==> src/rtl/icaf_pkg.sv <==
// shared types, register indexes and arithmetic helpers of the attitude filter
`timescale 1ns / 1ps
`default_nettype none

package icaf_pkg;

    // one sample set: three accelerometer axes and three gyro rates
    typedef struct packed {
        logic signed [15:0] accel_x;
        logic signed [15:0] accel_y;
        logic signed [15:0] accel_z;
        logic signed [15:0] gyro_x;
        logic signed [15:0] gyro_y;
        logic signed [15:0] gyro_z;
    } icaf_in_t;

    // updated attitude, q16.16 degrees
    typedef struct packed {
        logic signed [31:0] pitch_deg;
        logic signed [31:0] roll_deg;
        logic signed [31:0] yaw_deg;
        logic               accel_blended;
    } icaf_out_t;

    localparam int CFG_IDX_W  = 2;
    localparam int CFG_DATA_W = 32;
    localparam int WEIGHT_W   = 17;
    localparam int SCALE_W    = 32;
    localparam int MAG_W      = 17;

    localparam logic [CFG_IDX_W-1:0] CFG_BLEND_WEIGHT    = 2'd0;
    localparam logic [CFG_IDX_W-1:0] CFG_GYRO_STEP_SCALE = 2'd1;
    localparam logic [CFG_IDX_W-1:0] CFG_MAGNITUDE_LOW   = 2'd2;
    localparam logic [CFG_IDX_W-1:0] CFG_MAGNITUDE_HIGH  = 2'd3;

    localparam logic [WEIGHT_W-1:0] BLEND_WEIGHT_RST    = 17'd64225;
    localparam logic [SCALE_W-1:0]  GYRO_STEP_SCALE_RST = 32'd2621;
    localparam logic [MAG_W-1:0]    MAGNITUDE_LOW_RST   = 17'd8192;
    localparam logic [MAG_W-1:0]    MAGNITUDE_HIGH_RST  = 17'd32768;
    localparam logic [WEIGHT_W-1:0] ONE_Q16             = 17'd65536;

    // angle slots
    localparam logic [1:0] AXIS_PITCH = 2'd0;
    localparam logic [1:0] AXIS_ROLL  = 2'd1;
    localparam logic [1:0] AXIS_YAW   = 2'd2;

    // multiplier operand selection
    localparam logic [1:0] MUL_GYRO  = 2'd0;
    localparam logic [1:0] MUL_ANGLE = 2'd1;
    localparam logic [1:0] MUL_ACC   = 2'd2;

    localparam int CORDIC_MAX_STEPS = 24;
    localparam int CORDIC_W         = 27;
    localparam int Z_W              = 27;
    localparam int ATAN_W           = 22;
    localparam int ATAN_IDX_W       = 5;
    localparam logic signed [Z_W-1:0] DEG180_Q16 = 27'sd11796480;

    localparam int MUL_A_W = 33;
    localparam int MUL_B_W = 18;
    localparam int PROD_W  = 51;
    localparam int WIDE_W  = 35;

    typedef struct packed {
        logic       load;
        logic       mul_en;
        logic [1:0] mul_sel;
        logic       gyro_upd;
        logic       sum_load;
        logic       blend_upd;
        logic       cordic_start;
        logic       out_load;
        logic [1:0] axis;
    } icaf_cmd_t;

    typedef struct packed {
        logic cordic_done;
        logic blend;
    } icaf_status_t;

    // atan(2^-i) in q16.16 degrees
    function automatic logic [ATAN_W-1:0] atan_lut(input logic [ATAN_IDX_W-1:0] idx);
        logic [ATAN_W-1:0] r;
        case (idx)
            5'd0:  r = 22'd2949120;
            5'd1:  r = 22'd1740967;
            5'd2:  r = 22'd919879;
            5'd3:  r = 22'd466945;
            5'd4:  r = 22'd234379;
            5'd5:  r = 22'd117304;
            5'd6:  r = 22'd58666;
            5'd7:  r = 22'd29335;
            5'd8:  r = 22'd14668;
            5'd9:  r = 22'd7334;
            5'd10: r = 22'd3667;
            5'd11: r = 22'd1833;
            5'd12: r = 22'd917;
            5'd13: r = 22'd458;
            5'd14: r = 22'd229;
            5'd15: r = 22'd115;
            5'd16: r = 22'd57;
            5'd17: r = 22'd29;
            5'd18: r = 22'd14;
            5'd19: r = 22'd7;
            5'd20: r = 22'd4;
            5'd21: r = 22'd2;
            5'd22: r = 22'd1;
            default: r = 22'd0;
        endcase
        return r;
    endfunction

    // clamp to the signed 32-bit range
    function automatic logic signed [31:0] sat32(input logic signed [WIDE_W-1:0] v);
        logic signed [31:0] r;
        if (v[WIDE_W-1:31] != {(WIDE_W-31){v[WIDE_W-1]}}) begin
            r = v[WIDE_W-1] ? 32'sh8000_0000 : 32'sh7FFF_FFFF;
        end else begin
            r = v[31:0];
        end
        return r;
    endfunction

endpackage

`default_nettype wire

==> src/rtl/imu_complementary_attitude_filter_unit.sv <==
// top level of the imu complementary attitude filter
`timescale 1ns / 1ps
`default_nettype none

// Complementary attitude filter. Each accepted transaction carries one set of
// signed accelerometer and gyro samples; the pitch, roll and yaw angles (q16.16
// degrees, saturating, kept from one transaction to the next) first take the gyro
// increment (subtracted for roll), and when the accelerometer absolute sum lies
// strictly inside the magnitude window each angle is blended with its cordic atan2
// angle. One result comes out per transaction. An item whose magnitude check fails
// skips the cordic; for a blended item the time is set by the single iterative
// cordic that runs once per axis and the one shared multiplier. A new item is taken
// as soon as the previous one sits in the output register. The user must write
// settings through cfg_wr_en / cfg_index / cfg_wr_data only while no transaction
// is in flight; the block does not enforce this.
module imu_complementary_attitude_filter_unit #(
    parameter int CORDIC_STEPS = 16
) (
    input  wire logic                             aclk,
    input  wire logic                             aresetn,
    input  wire logic                             s_valid,
    output logic                                  s_ready,
    input  wire icaf_pkg::icaf_in_t               s_data,
    output logic                                  m_valid,
    input  wire logic                             m_ready,
    output icaf_pkg::icaf_out_t                   m_data,
    input  wire logic                             cfg_wr_en,
    input  wire logic [icaf_pkg::CFG_IDX_W-1:0]   cfg_index,
    input  wire logic [icaf_pkg::CFG_DATA_W-1:0]  cfg_wr_data
);
    import icaf_pkg::*;

    icaf_cmd_t    cmd;
    icaf_status_t status;

    icaf_ctrl u_ctrl (
        .aclk    (aclk),
        .aresetn (aresetn),
        .s_valid (s_valid),
        .s_ready (s_ready),
        .m_valid (m_valid),
        .m_ready (m_ready),
        .status  (status),
        .cmd     (cmd)
    );

    icaf_datapath #(
        .CORDIC_STEPS (CORDIC_STEPS)
    ) u_datapath (
        .aclk        (aclk),
        .aresetn     (aresetn),
        .s_data      (s_data),
        .cfg_wr_en   (cfg_wr_en),
        .cfg_index   (cfg_index),
        .cfg_wr_data (cfg_wr_data),
        .cmd         (cmd),
        .status      (status),
        .out_data    (m_data)
    );

    // one item at a time: after a transaction the input stays closed
    assert property (@(posedge aclk) disable iff (!aresetn)
        (s_valid && s_ready) |=> !s_ready)
        else $error("input accepted while an item is in flight");

    // a result never overwrites one that has not been taken
    assert property (@(posedge aclk) disable iff (!aresetn)
        cmd.out_load |-> (!m_valid || m_ready))
        else $error("output register overwritten before transaction");

    // cordic runs only for items inside the magnitude window
    assert property (@(posedge aclk) disable iff (!aresetn)
        cmd.cordic_start |-> status.blend)
        else $error("cordic started for an item outside the window");

    // gyro and blend updates never hit the angles together
    assert property (@(posedge aclk) disable iff (!aresetn)
        !(cmd.gyro_upd && cmd.blend_upd))
        else $error("conflicting angle updates");

endmodule

`default_nettype wire

==> src/rtl/icaf_cordic.sv <==
// iterative vectoring cordic, atan2 in q16.16 degrees
`timescale 1ns / 1ps
`default_nettype none

module icaf_cordic #(
    parameter int STEPS = 16
) (
    input  wire logic                               aclk,
    input  wire logic                               aresetn,
    input  wire logic                               start,
    input  wire logic signed [15:0]                 y_in,
    input  wire logic signed [15:0]                 x_in,
    output logic signed [icaf_pkg::Z_W-1:0]         z_out,
    output logic                                    done
);
    import icaf_pkg::*;

    localparam int STEPS_EFF = (STEPS > CORDIC_MAX_STEPS) ? CORDIC_MAX_STEPS : STEPS;
    localparam int CNT_W     = (STEPS_EFF > 1) ? $clog2(STEPS_EFF) : 1;
    localparam logic [CNT_W-1:0] LAST_CNT = CNT_W'(STEPS_EFF - 1);

    logic                       busy_reg, busy_next;
    logic                       done_reg, done_next;
    logic [CNT_W-1:0]           cnt_reg, cnt_next;
    logic                       zero_reg, zero_next;
    logic signed [CORDIC_W-1:0] x_reg, x_next;
    logic signed [CORDIC_W-1:0] y_reg, y_next;
    logic signed [Z_W-1:0]      z_reg, z_next;

    logic signed [16:0]         x_ext, y_ext, x_abs, y_adj;
    logic signed [CORDIC_W-1:0] dx, dy;
    logic signed [Z_W-1:0]      atan_step;

    always_comb begin
        x_ext = {x_in[15], x_in};
        y_ext = {y_in[15], y_in};
        x_abs = x_in[15] ? -x_ext : x_ext;
        y_adj = x_in[15] ? -y_ext : y_ext;
        dx = y_reg >>> cnt_reg;
        dy = x_reg >>> cnt_reg;
        atan_step = {{(Z_W-ATAN_W){1'b0}}, atan_lut(ATAN_IDX_W'(cnt_reg))};
    end

    always_comb begin
        busy_next = busy_reg;
        done_next = 1'b0;
        cnt_next  = cnt_reg;
        zero_next = zero_reg;
        x_next    = x_reg;
        y_next    = y_reg;
        z_next    = z_reg;
        if (start) begin
            busy_next = 1'b1;
            cnt_next  = '0;
            zero_next = (x_in == 16'sd0) && (y_in == 16'sd0);
            // left half plane: rotate by 180 degrees first
            x_next = {{(CORDIC_W-25){x_abs[16]}}, x_abs, 8'h00};
            y_next = {{(CORDIC_W-25){y_adj[16]}}, y_adj, 8'h00};
            if (x_in[15]) begin
                z_next = y_in[15] ? -DEG180_Q16 : DEG180_Q16;
            end else begin
                z_next = '0;
            end
        end else if (busy_reg) begin
            if (y_reg > 0) begin
                x_next = x_reg + dx;
                y_next = y_reg - dy;
                z_next = z_reg + atan_step;
            end else begin
                x_next = x_reg - dx;
                y_next = y_reg + dy;
                z_next = z_reg - atan_step;
            end
            if (cnt_reg == LAST_CNT) begin
                busy_next = 1'b0;
                done_next = 1'b1;
            end else begin
                cnt_next = cnt_reg + 1'b1;
            end
        end
    end

    always_ff @(posedge aclk) begin
        if (!aresetn) begin
            busy_reg <= 1'b0;
            done_reg <= 1'b0;
            cnt_reg  <= '0;
        end else begin
            busy_reg <= busy_next;
            done_reg <= done_next;
            cnt_reg  <= cnt_next;
        end
    end

    always_ff @(posedge aclk) begin
        zero_reg <= zero_next;
        x_reg    <= x_next;
        y_reg    <= y_next;
        z_reg    <= z_next;
    end

    assign z_out = zero_reg ? '0 : z_reg;
    assign done  = done_reg;

endmodule

`default_nettype wire

==> src/rtl/icaf_datapath.sv <==
// attitude registers, settings, shared multiplier and cordic of the filter
`timescale 1ns / 1ps
`default_nettype none

module icaf_datapath #(
    parameter int CORDIC_STEPS = 16
) (
    input  wire logic                                aclk,
    input  wire logic                                aresetn,
    input  wire icaf_pkg::icaf_in_t                  s_data,
    input  wire logic                                cfg_wr_en,
    input  wire logic [icaf_pkg::CFG_IDX_W-1:0]      cfg_index,
    input  wire logic [icaf_pkg::CFG_DATA_W-1:0]     cfg_wr_data,
    input  wire icaf_pkg::icaf_cmd_t                 cmd,
    output icaf_pkg::icaf_status_t                   status,
    output icaf_pkg::icaf_out_t                      out_data
);
    import icaf_pkg::*;

    logic [WEIGHT_W-1:0] blend_weight_reg;
    logic [SCALE_W-1:0]  gyro_step_scale_reg;
    logic [MAG_W-1:0]    magnitude_low_reg;
    logic [MAG_W-1:0]    magnitude_high_reg;

    icaf_in_t            in_reg;
    logic                blend_reg;
    logic signed [31:0]  angle_reg [3];
    logic signed [PROD_W-1:0] prod_reg;
    logic signed [PROD_W-1:0] sum_reg;
    icaf_out_t           out_reg;

    logic [MAG_W-1:0]         mag;
    logic                     in_window;
    logic [WEIGHT_W-1:0]      w_eff, w_comp;
    logic signed [15:0]       gyro_sel;
    logic signed [31:0]       angle_cur;
    logic signed [MUL_A_W-1:0] mul_a;
    logic signed [MUL_B_W-1:0] mul_b;
    logic signed [PROD_W-1:0] product;
    logic signed [WIDE_W-1:0] angle_wide, gyro_inc, gyro_sum, blend_q;
    logic signed [PROD_W-1:0] blend_total;
    logic signed [15:0]       cordic_y, cordic_x;
    logic signed [Z_W-1:0]    acc_angle;
    logic                     cordic_done;

    function automatic logic [MAG_W-1:0] abs16(input logic signed [15:0] v);
        logic signed [16:0] e;
        e = {v[15], v};
        return v[15] ? MAG_W'(-e) : MAG_W'(e);
    endfunction

    // settings
    always_ff @(posedge aclk) begin
        if (!aresetn) begin
            blend_weight_reg    <= BLEND_WEIGHT_RST;
            gyro_step_scale_reg <= GYRO_STEP_SCALE_RST;
            magnitude_low_reg   <= MAGNITUDE_LOW_RST;
            magnitude_high_reg  <= MAGNITUDE_HIGH_RST;
        end else if (cfg_wr_en) begin
            case (cfg_index)
                CFG_BLEND_WEIGHT:    blend_weight_reg    <= cfg_wr_data[WEIGHT_W-1:0];
                CFG_GYRO_STEP_SCALE: gyro_step_scale_reg <= cfg_wr_data[SCALE_W-1:0];
                CFG_MAGNITUDE_LOW:   magnitude_low_reg   <= cfg_wr_data[MAG_W-1:0];
                CFG_MAGNITUDE_HIGH:  magnitude_high_reg  <= cfg_wr_data[MAG_W-1:0];
                default: ;
            endcase
        end
    end

    always_comb begin
        mag = abs16(s_data.accel_x) + abs16(s_data.accel_y) + abs16(s_data.accel_z);
        in_window = (mag > magnitude_low_reg) && (mag < magnitude_high_reg);
        w_eff  = (blend_weight_reg > ONE_Q16) ? ONE_Q16 : blend_weight_reg;
        w_comp = ONE_Q16 - w_eff;
        angle_cur = angle_reg[cmd.axis];
        angle_wide = {{(WIDE_W-32){angle_cur[31]}}, angle_cur};
    end

    always_comb begin
        case (cmd.axis)
            AXIS_ROLL: begin
                gyro_sel = in_reg.gyro_y;
                cordic_y = in_reg.accel_x;
                cordic_x = in_reg.accel_z;
            end
            AXIS_YAW: begin
                gyro_sel = in_reg.gyro_z;
                cordic_y = in_reg.accel_x;
                cordic_x = in_reg.accel_y;
            end
            default: begin
                gyro_sel = in_reg.gyro_x;
                cordic_y = in_reg.accel_y;
                cordic_x = in_reg.accel_z;
            end
        endcase
    end

    always_comb begin
        case (cmd.mul_sel)
            MUL_GYRO: begin
                mul_a = {1'b0, gyro_step_scale_reg};
                mul_b = {{(MUL_B_W-16){gyro_sel[15]}}, gyro_sel};
            end
            MUL_ANGLE: begin
                mul_a = {{(MUL_A_W-32){angle_cur[31]}}, angle_cur};
                mul_b = {1'b0, w_eff};
            end
            MUL_ACC: begin
                mul_a = {{(MUL_A_W-Z_W){acc_angle[Z_W-1]}}, acc_angle};
                mul_b = {1'b0, w_comp};
            end
            default: begin
                mul_a = '0;
                mul_b = '0;
            end
        endcase
        product = mul_a * mul_b;
    end

    // floor shifts by 16 are plain arithmetic part-selects
    always_comb begin
        gyro_inc = prod_reg[PROD_W-1:16];
        gyro_sum = (cmd.axis == AXIS_ROLL) ? angle_wide - gyro_inc : angle_wide + gyro_inc;
        blend_total = sum_reg + prod_reg;
        blend_q = blend_total[PROD_W-1:16];
    end

    always_ff @(posedge aclk) begin
        if (!aresetn) begin
            angle_reg[0] <= '0;
            angle_reg[1] <= '0;
            angle_reg[2] <= '0;
        end else if (cmd.gyro_upd) begin
            angle_reg[cmd.axis] <= sat32(gyro_sum);
        end else if (cmd.blend_upd) begin
            angle_reg[cmd.axis] <= sat32(blend_q);
        end
    end

    always_ff @(posedge aclk) begin
        if (cmd.load) begin
            in_reg    <= s_data;
            blend_reg <= in_window;
        end
        if (cmd.mul_en) begin
            prod_reg <= product;
        end
        if (cmd.sum_load) begin
            sum_reg <= prod_reg;
        end
        if (cmd.out_load) begin
            out_reg.pitch_deg     <= angle_reg[0];
            out_reg.roll_deg      <= angle_reg[1];
            out_reg.yaw_deg       <= angle_reg[2];
            out_reg.accel_blended <= blend_reg;
        end
    end

    icaf_cordic #(
        .STEPS (CORDIC_STEPS)
    ) u_cordic (
        .aclk    (aclk),
        .aresetn (aresetn),
        .start   (cmd.cordic_start),
        .y_in    (cordic_y),
        .x_in    (cordic_x),
        .z_out   (acc_angle),
        .done    (cordic_done)
    );

    assign status.cordic_done = cordic_done;
    assign status.blend       = blend_reg;
    assign out_data           = out_reg;

endmodule

`default_nettype wire

==> src/rtl/icaf_ctrl.sv <==
// sequencer of the attitude filter: handshakes and datapath commands
`timescale 1ns / 1ps
`default_nettype none

module icaf_ctrl (
    input  wire logic                    aclk,
    input  wire logic                    aresetn,
    input  wire logic                    s_valid,
    output logic                         s_ready,
    output logic                         m_valid,
    input  wire logic                    m_ready,
    input  wire icaf_pkg::icaf_status_t  status,
    output icaf_pkg::icaf_cmd_t          cmd
);
    import icaf_pkg::*;

    localparam logic [3:0] S_IDLE   = 4'd0;
    localparam logic [3:0] S_GMUL   = 4'd1;
    localparam logic [3:0] S_GACC   = 4'd2;
    localparam logic [3:0] S_CSTART = 4'd3;
    localparam logic [3:0] S_CRUN   = 4'd4;
    localparam logic [3:0] S_BMUL0  = 4'd5;
    localparam logic [3:0] S_BMUL1  = 4'd6;
    localparam logic [3:0] S_BADD   = 4'd7;
    localparam logic [3:0] S_OUT    = 4'd8;

    logic [3:0] state_reg, state_next;
    logic [1:0] axis_reg, axis_next;
    logic       m_valid_reg, m_valid_next;

    always_comb begin
        state_next   = state_reg;
        axis_next    = axis_reg;
        m_valid_next = m_valid_reg && !m_ready;
        cmd          = '0;
        cmd.axis     = axis_reg;
        s_ready      = 1'b0;
        case (state_reg)
            S_IDLE: begin
                s_ready = 1'b1;
                if (s_valid) begin
                    cmd.load   = 1'b1;
                    axis_next  = AXIS_PITCH;
                    state_next = S_GMUL;
                end
            end
            S_GMUL: begin
                cmd.mul_en  = 1'b1;
                cmd.mul_sel = MUL_GYRO;
                state_next  = S_GACC;
            end
            S_GACC: begin
                cmd.gyro_upd = 1'b1;
                if (axis_reg == AXIS_YAW) begin
                    axis_next  = AXIS_PITCH;
                    state_next = status.blend ? S_CSTART : S_OUT;
                end else begin
                    axis_next  = axis_reg + 1'b1;
                    state_next = S_GMUL;
                end
            end
            S_CSTART: begin
                cmd.cordic_start = 1'b1;
                state_next       = S_CRUN;
            end
            S_CRUN: begin
                if (status.cordic_done) begin
                    state_next = S_BMUL0;
                end
            end
            S_BMUL0: begin
                cmd.mul_en  = 1'b1;
                cmd.mul_sel = MUL_ANGLE;
                state_next  = S_BMUL1;
            end
            S_BMUL1: begin
                // gyro-weighted product moves to the sum while the accel term is formed
                cmd.mul_en   = 1'b1;
                cmd.mul_sel  = MUL_ACC;
                cmd.sum_load = 1'b1;
                state_next   = S_BADD;
            end
            S_BADD: begin
                cmd.blend_upd = 1'b1;
                if (axis_reg == AXIS_YAW) begin
                    state_next = S_OUT;
                end else begin
                    axis_next  = axis_reg + 1'b1;
                    state_next = S_CSTART;
                end
            end
            S_OUT: begin
                if (!m_valid_reg || m_ready) begin
                    cmd.out_load = 1'b1;
                    m_valid_next = 1'b1;
                    state_next   = S_IDLE;
                end
            end
            default: begin
                state_next = S_IDLE;
            end
        endcase
    end

    always_ff @(posedge aclk) begin
        if (!aresetn) begin
            state_reg   <= S_IDLE;
            axis_reg    <= AXIS_PITCH;
            m_valid_reg <= 1'b0;
        end else begin
            state_reg   <= state_next;
            axis_reg    <= axis_next;
            m_valid_reg <= m_valid_next;
        end
    end

    assign m_valid = m_valid_reg;

endmodule

`default_nettype wire
==> config.mk <==
export PLATFORM = sky130hd
export DESIGN_NAME = imu_complementary_attitude_filter_unit
export DESIGN_NICKNAME = d
export VERILOG_FILES = /design/src/rtl/icaf_pkg.sv /design/src/rtl/imu_complementary_attitude_filter_unit.sv /design/src/rtl/icaf_cordic.sv /design/src/rtl/icaf_datapath.sv /design/src/rtl/icaf_ctrl.sv
export SDC_FILE = /design/constraint.sdc
export NUM_CORES = 2
export LEC_CHECK = 0
export ABC_AREA = 1
export CAP_MARGIN = 20
export CORE_ASPECT_RATIO = 1.4
export CORE_MARGIN = 10
export CORE_UTILIZATION = 60
export DETAILED_ROUTE_END_ITERATION = 7
export DONT_BUFFER_PORTS = 1
export PLACE_DENSITY = 0.89
export SYNTH_ARGS = -nofsm -noshare
export SYNTH_HDL_FRONTEND = slang
export SYNTH_HIERARCHICAL = 1
export SYNTH_SLANG_ARGS = --single-unit
==> constraint.sdc <==
create_clock -name aclk -period 10.05 [get_ports aclk]
set_clock_uncertainty 0.1 [all_clocks]
set_input_delay 2.5125 -clock aclk [delete_from_list [all_inputs] [get_ports aclk]]
set_output_delay 2.5125 -clock aclk [all_outputs]
set_load 0.02 [all_outputs]
==> results.json <==
{
  "io_pins": 234,
  "cp_top_family": "adder cells",
  "wire_per_inst_um": 23.7,
  "grt_pass1_vias": 58848,
  "largest_register_ffs": 128,
  "tns_ns": 0,
  "syn_avg_cell_area_um2": 7.74,
  "critPathBufInv": 8,
  "start_kind": "flip-flop",
  "grtUsageTotal": 0.373,
  "period_minus_slack_ns": 9.32,
  "layout-drive-gt1-share": 0.0585,
  "outcome": "complete, but fails checks",
  "syn_nets": 9471,
  "fin_crit_sh": 0.928,
  "worstSetupEndpointType": "flip-flop",
  "insertion_delay_ns": 0.69,
  "dieArea_mm2": 0.122,
  "crit_required_ns": 10.38,
  "synthMuxAreaShare": 0,
  "cp_slowest_cell": "ha_2",
  "clockRootBuffer": "clkbuf_16",
  "overflow": 0,
  "synth_top_family_by_area": "adder cells",
  "die_h_um": 409,
  "cts_buffers": 66,
  "hold_buffers": 0,
  "dp_hpwl_um": 185000,
  "ant_nets": 0,
  "cap_violations": 0,
  "fillers": 9256,
  "antenna_found_initial": 16,
  "via_count": 58565,
  "synth_adder_area_share": 0.251,
  "ys_ff_latch": 624,
  "relSlewSlack": 0.130,
  "synth-edff-count": 490,
  "portBuffers": 0,
  "grt_setup_unrepaired": "false",
  "drc_errors": 2,
  "finalSetupViolations": 0,
  "grt_max_degree": 95,
  "reg2reg_depth": 30,
  "violations": "design-rule violations",
  "yosysSeqAreaShare": 0.268,
  "yosys_warnings": 6,
  "worst-r2r-setup-slack_ns": 0.73,
  "std_cell_rows": 142,
  "synth_area_leaders": "edfxtp_1 (23%), fa_1 (18%), nand2_1 (11%)",
  "hold_class": "reg2reg",
  "hold_violations": 0,
  "initial_core_util": 0.606,
  "die_x_um": 298,
  "cp_max_fo": 33,
  "final_nets": 9351,
  "cts_setup_buffers": 0,
  "layout-area-overhead-vs-synth_pct": 5.14,
  "yosysTopAreaCell": "edfxtp_1",
  "clock-sinks": 624,
  "cts_repair_resize_count": 0,
  "postSynth.asyncResetShare": 0,
  "worst-path-stages": 30,
  "synth_ff_type": "edfxtp_1",
  "critical_path_class": "reg2reg",
  "drv_slew": 0,
  "netlist_instances": 8388,
  "htreeDepth": 3,
  "slowest_delay_ns": 0.98,
  "wirelength_um": 231000,
  "cts_max_path_buffers": 3,
  "clkTransAtPathRegs_ns": 0.06,
  "crit_arrival_ns": 9.65,
  "synth.most_common_cell": "nand2_1",
  "ys_top_cells_by_count": "nand2_1 (1968), inv_1 (1486), nor2_1 (818)",
  "globalplace.congestion": 1.08,
  "grt_pass1_wl_um": 347000,
  "hold_depth": 0,
  "synth_simple_gate_area_frac": 0.239,
  "synth_area_mm2": 0.0649,
  "multi_input_area_mm2": 0.0403,
  "synth_cell_types": 76,
  "routed_via_density": 5.99,
  "core_mm2": 0.107,
  "dr.pass1.iters": 8,
  "ff_latch_area_mm2": 0.0174,
  "synth_top_area_frac": 0.227,
  "drt_iter0_drc": 6022,
  "synth-xor-area-share": 0.0363,
  "fmax_mhz": 107,
  "cts_tree": "done",
  "worstMarginPinSlew_ns": 1.31,
  "synth_compound_gate_area_share": 0.0937
}
-- cell usage in the layout (no fill, tap or decap), types with 22 or more instances in the layout --
| master | instances |
|---|---|
| o21ai_1 | 31 |
| nand3_1 | 492 |
| inv_1 | 1484 |
| fa_1 | 591 |
| inv_2 | 48 |
| a21oi_1 | 429 |
| o22ai_1 | 50 |
| nand4_1 | 48 |
| edfxtp_1 | 490 |
| clkbuf_16 | 68 |
| nor2_1 | 813 |
| nor2_2 | 48 |
| xor2_1 | 169 |
| nand2_1 | 1965 |
| a22o_1 | 22 |
| o21ai_0 | 344 |
| dfxtp_1 | 131 |
| a31oi_1 | 26 |
| o211ai_1 | 25 |
| ha_1 | 355 |
| nand2_2 | 76 |
| nand3_2 | 40 |
| buf_4 | 80 |
| o21bai_1 | 29 |
| xnor2_1 | 98 |
| nor3_1 | 85 |
-- final timing paths --
path,end,from
min reg2reg,u_datapath/out_data[44],u_datapath/angle_reg[1][11]
max reg2reg,u_datapath/prod_reg[47],u_ctrl/axis_reg[0]
min,u_datapath/out_data[44],u_datapath/angle_reg[1][11]
max,u_datapath/prod_reg[47],u_ctrl/axis_reg[0]
-- metrics by stage --
step	worst slack, ns	utilization	cells	cell area, um2	hold slack (ns)
final	0.728	0.637	9774	68200	0.334
after global routing	0.444	0.637	9770	68200	0.354
after CTS	0.990	0.636	9758	68100	0.336
after detailed placement	0.988	0.615	9636	65900	0.331
after global placement	0.994	0.615	9635	65900	0.326
after floorplan	0.159	-	8388	64900	0.321
-- worst register-to-register path, delay by kind of cell, from the launching register on --
family                     cells  cell delay (ns)
AOI/OAI and AO/OA              4             1.36
xor gates and xnor gates       1             0.09
buffers and inverters          8             1.53
adders and majority gates      8             4.40
DFF                            1             0.32
and+or+nand+nor                9             1.31
-- cells by family after synthesis --
kind of cell    Yosys count
fa+ha+maj               948
flops                   624
simple gates           3660
compound gates         1075
xor+xnor                268
buf+inv                1813
-- routing by layer --
| metal | up-vias | GRT usage | part of all wire |
|---|---|---|---|
| li1 | 26271 | - | - |
| met1 | 27733 | 0.421 | 0.34 |
| met3 | 956 | 0.100 | 0.11 |
| met4 | 8 | 0.261 | 0.081 |
| met2 | 3597 | 0.611 | 0.47 |
| met5 | - | 0 | 0.00086 |
-- area by class of cell --
type / count / share of cell area
Tap cell: 1440 / 0.0264
Timing Repair Buffer: 84 / 0.00983
Clock buffer: 77 / 0.0259
Clock inverter: 45 / 0.00688
Antenna cell: 12 / 0.000440
Inverter: 1541 / 0.0848
Sequential cell: 624 / 0.255
Multi-Input combinational cell: 5951 / 0.591
Power is not shown: default switching activity piles up to over one toggle a cycle in this logic, so the estimate is an artifact.
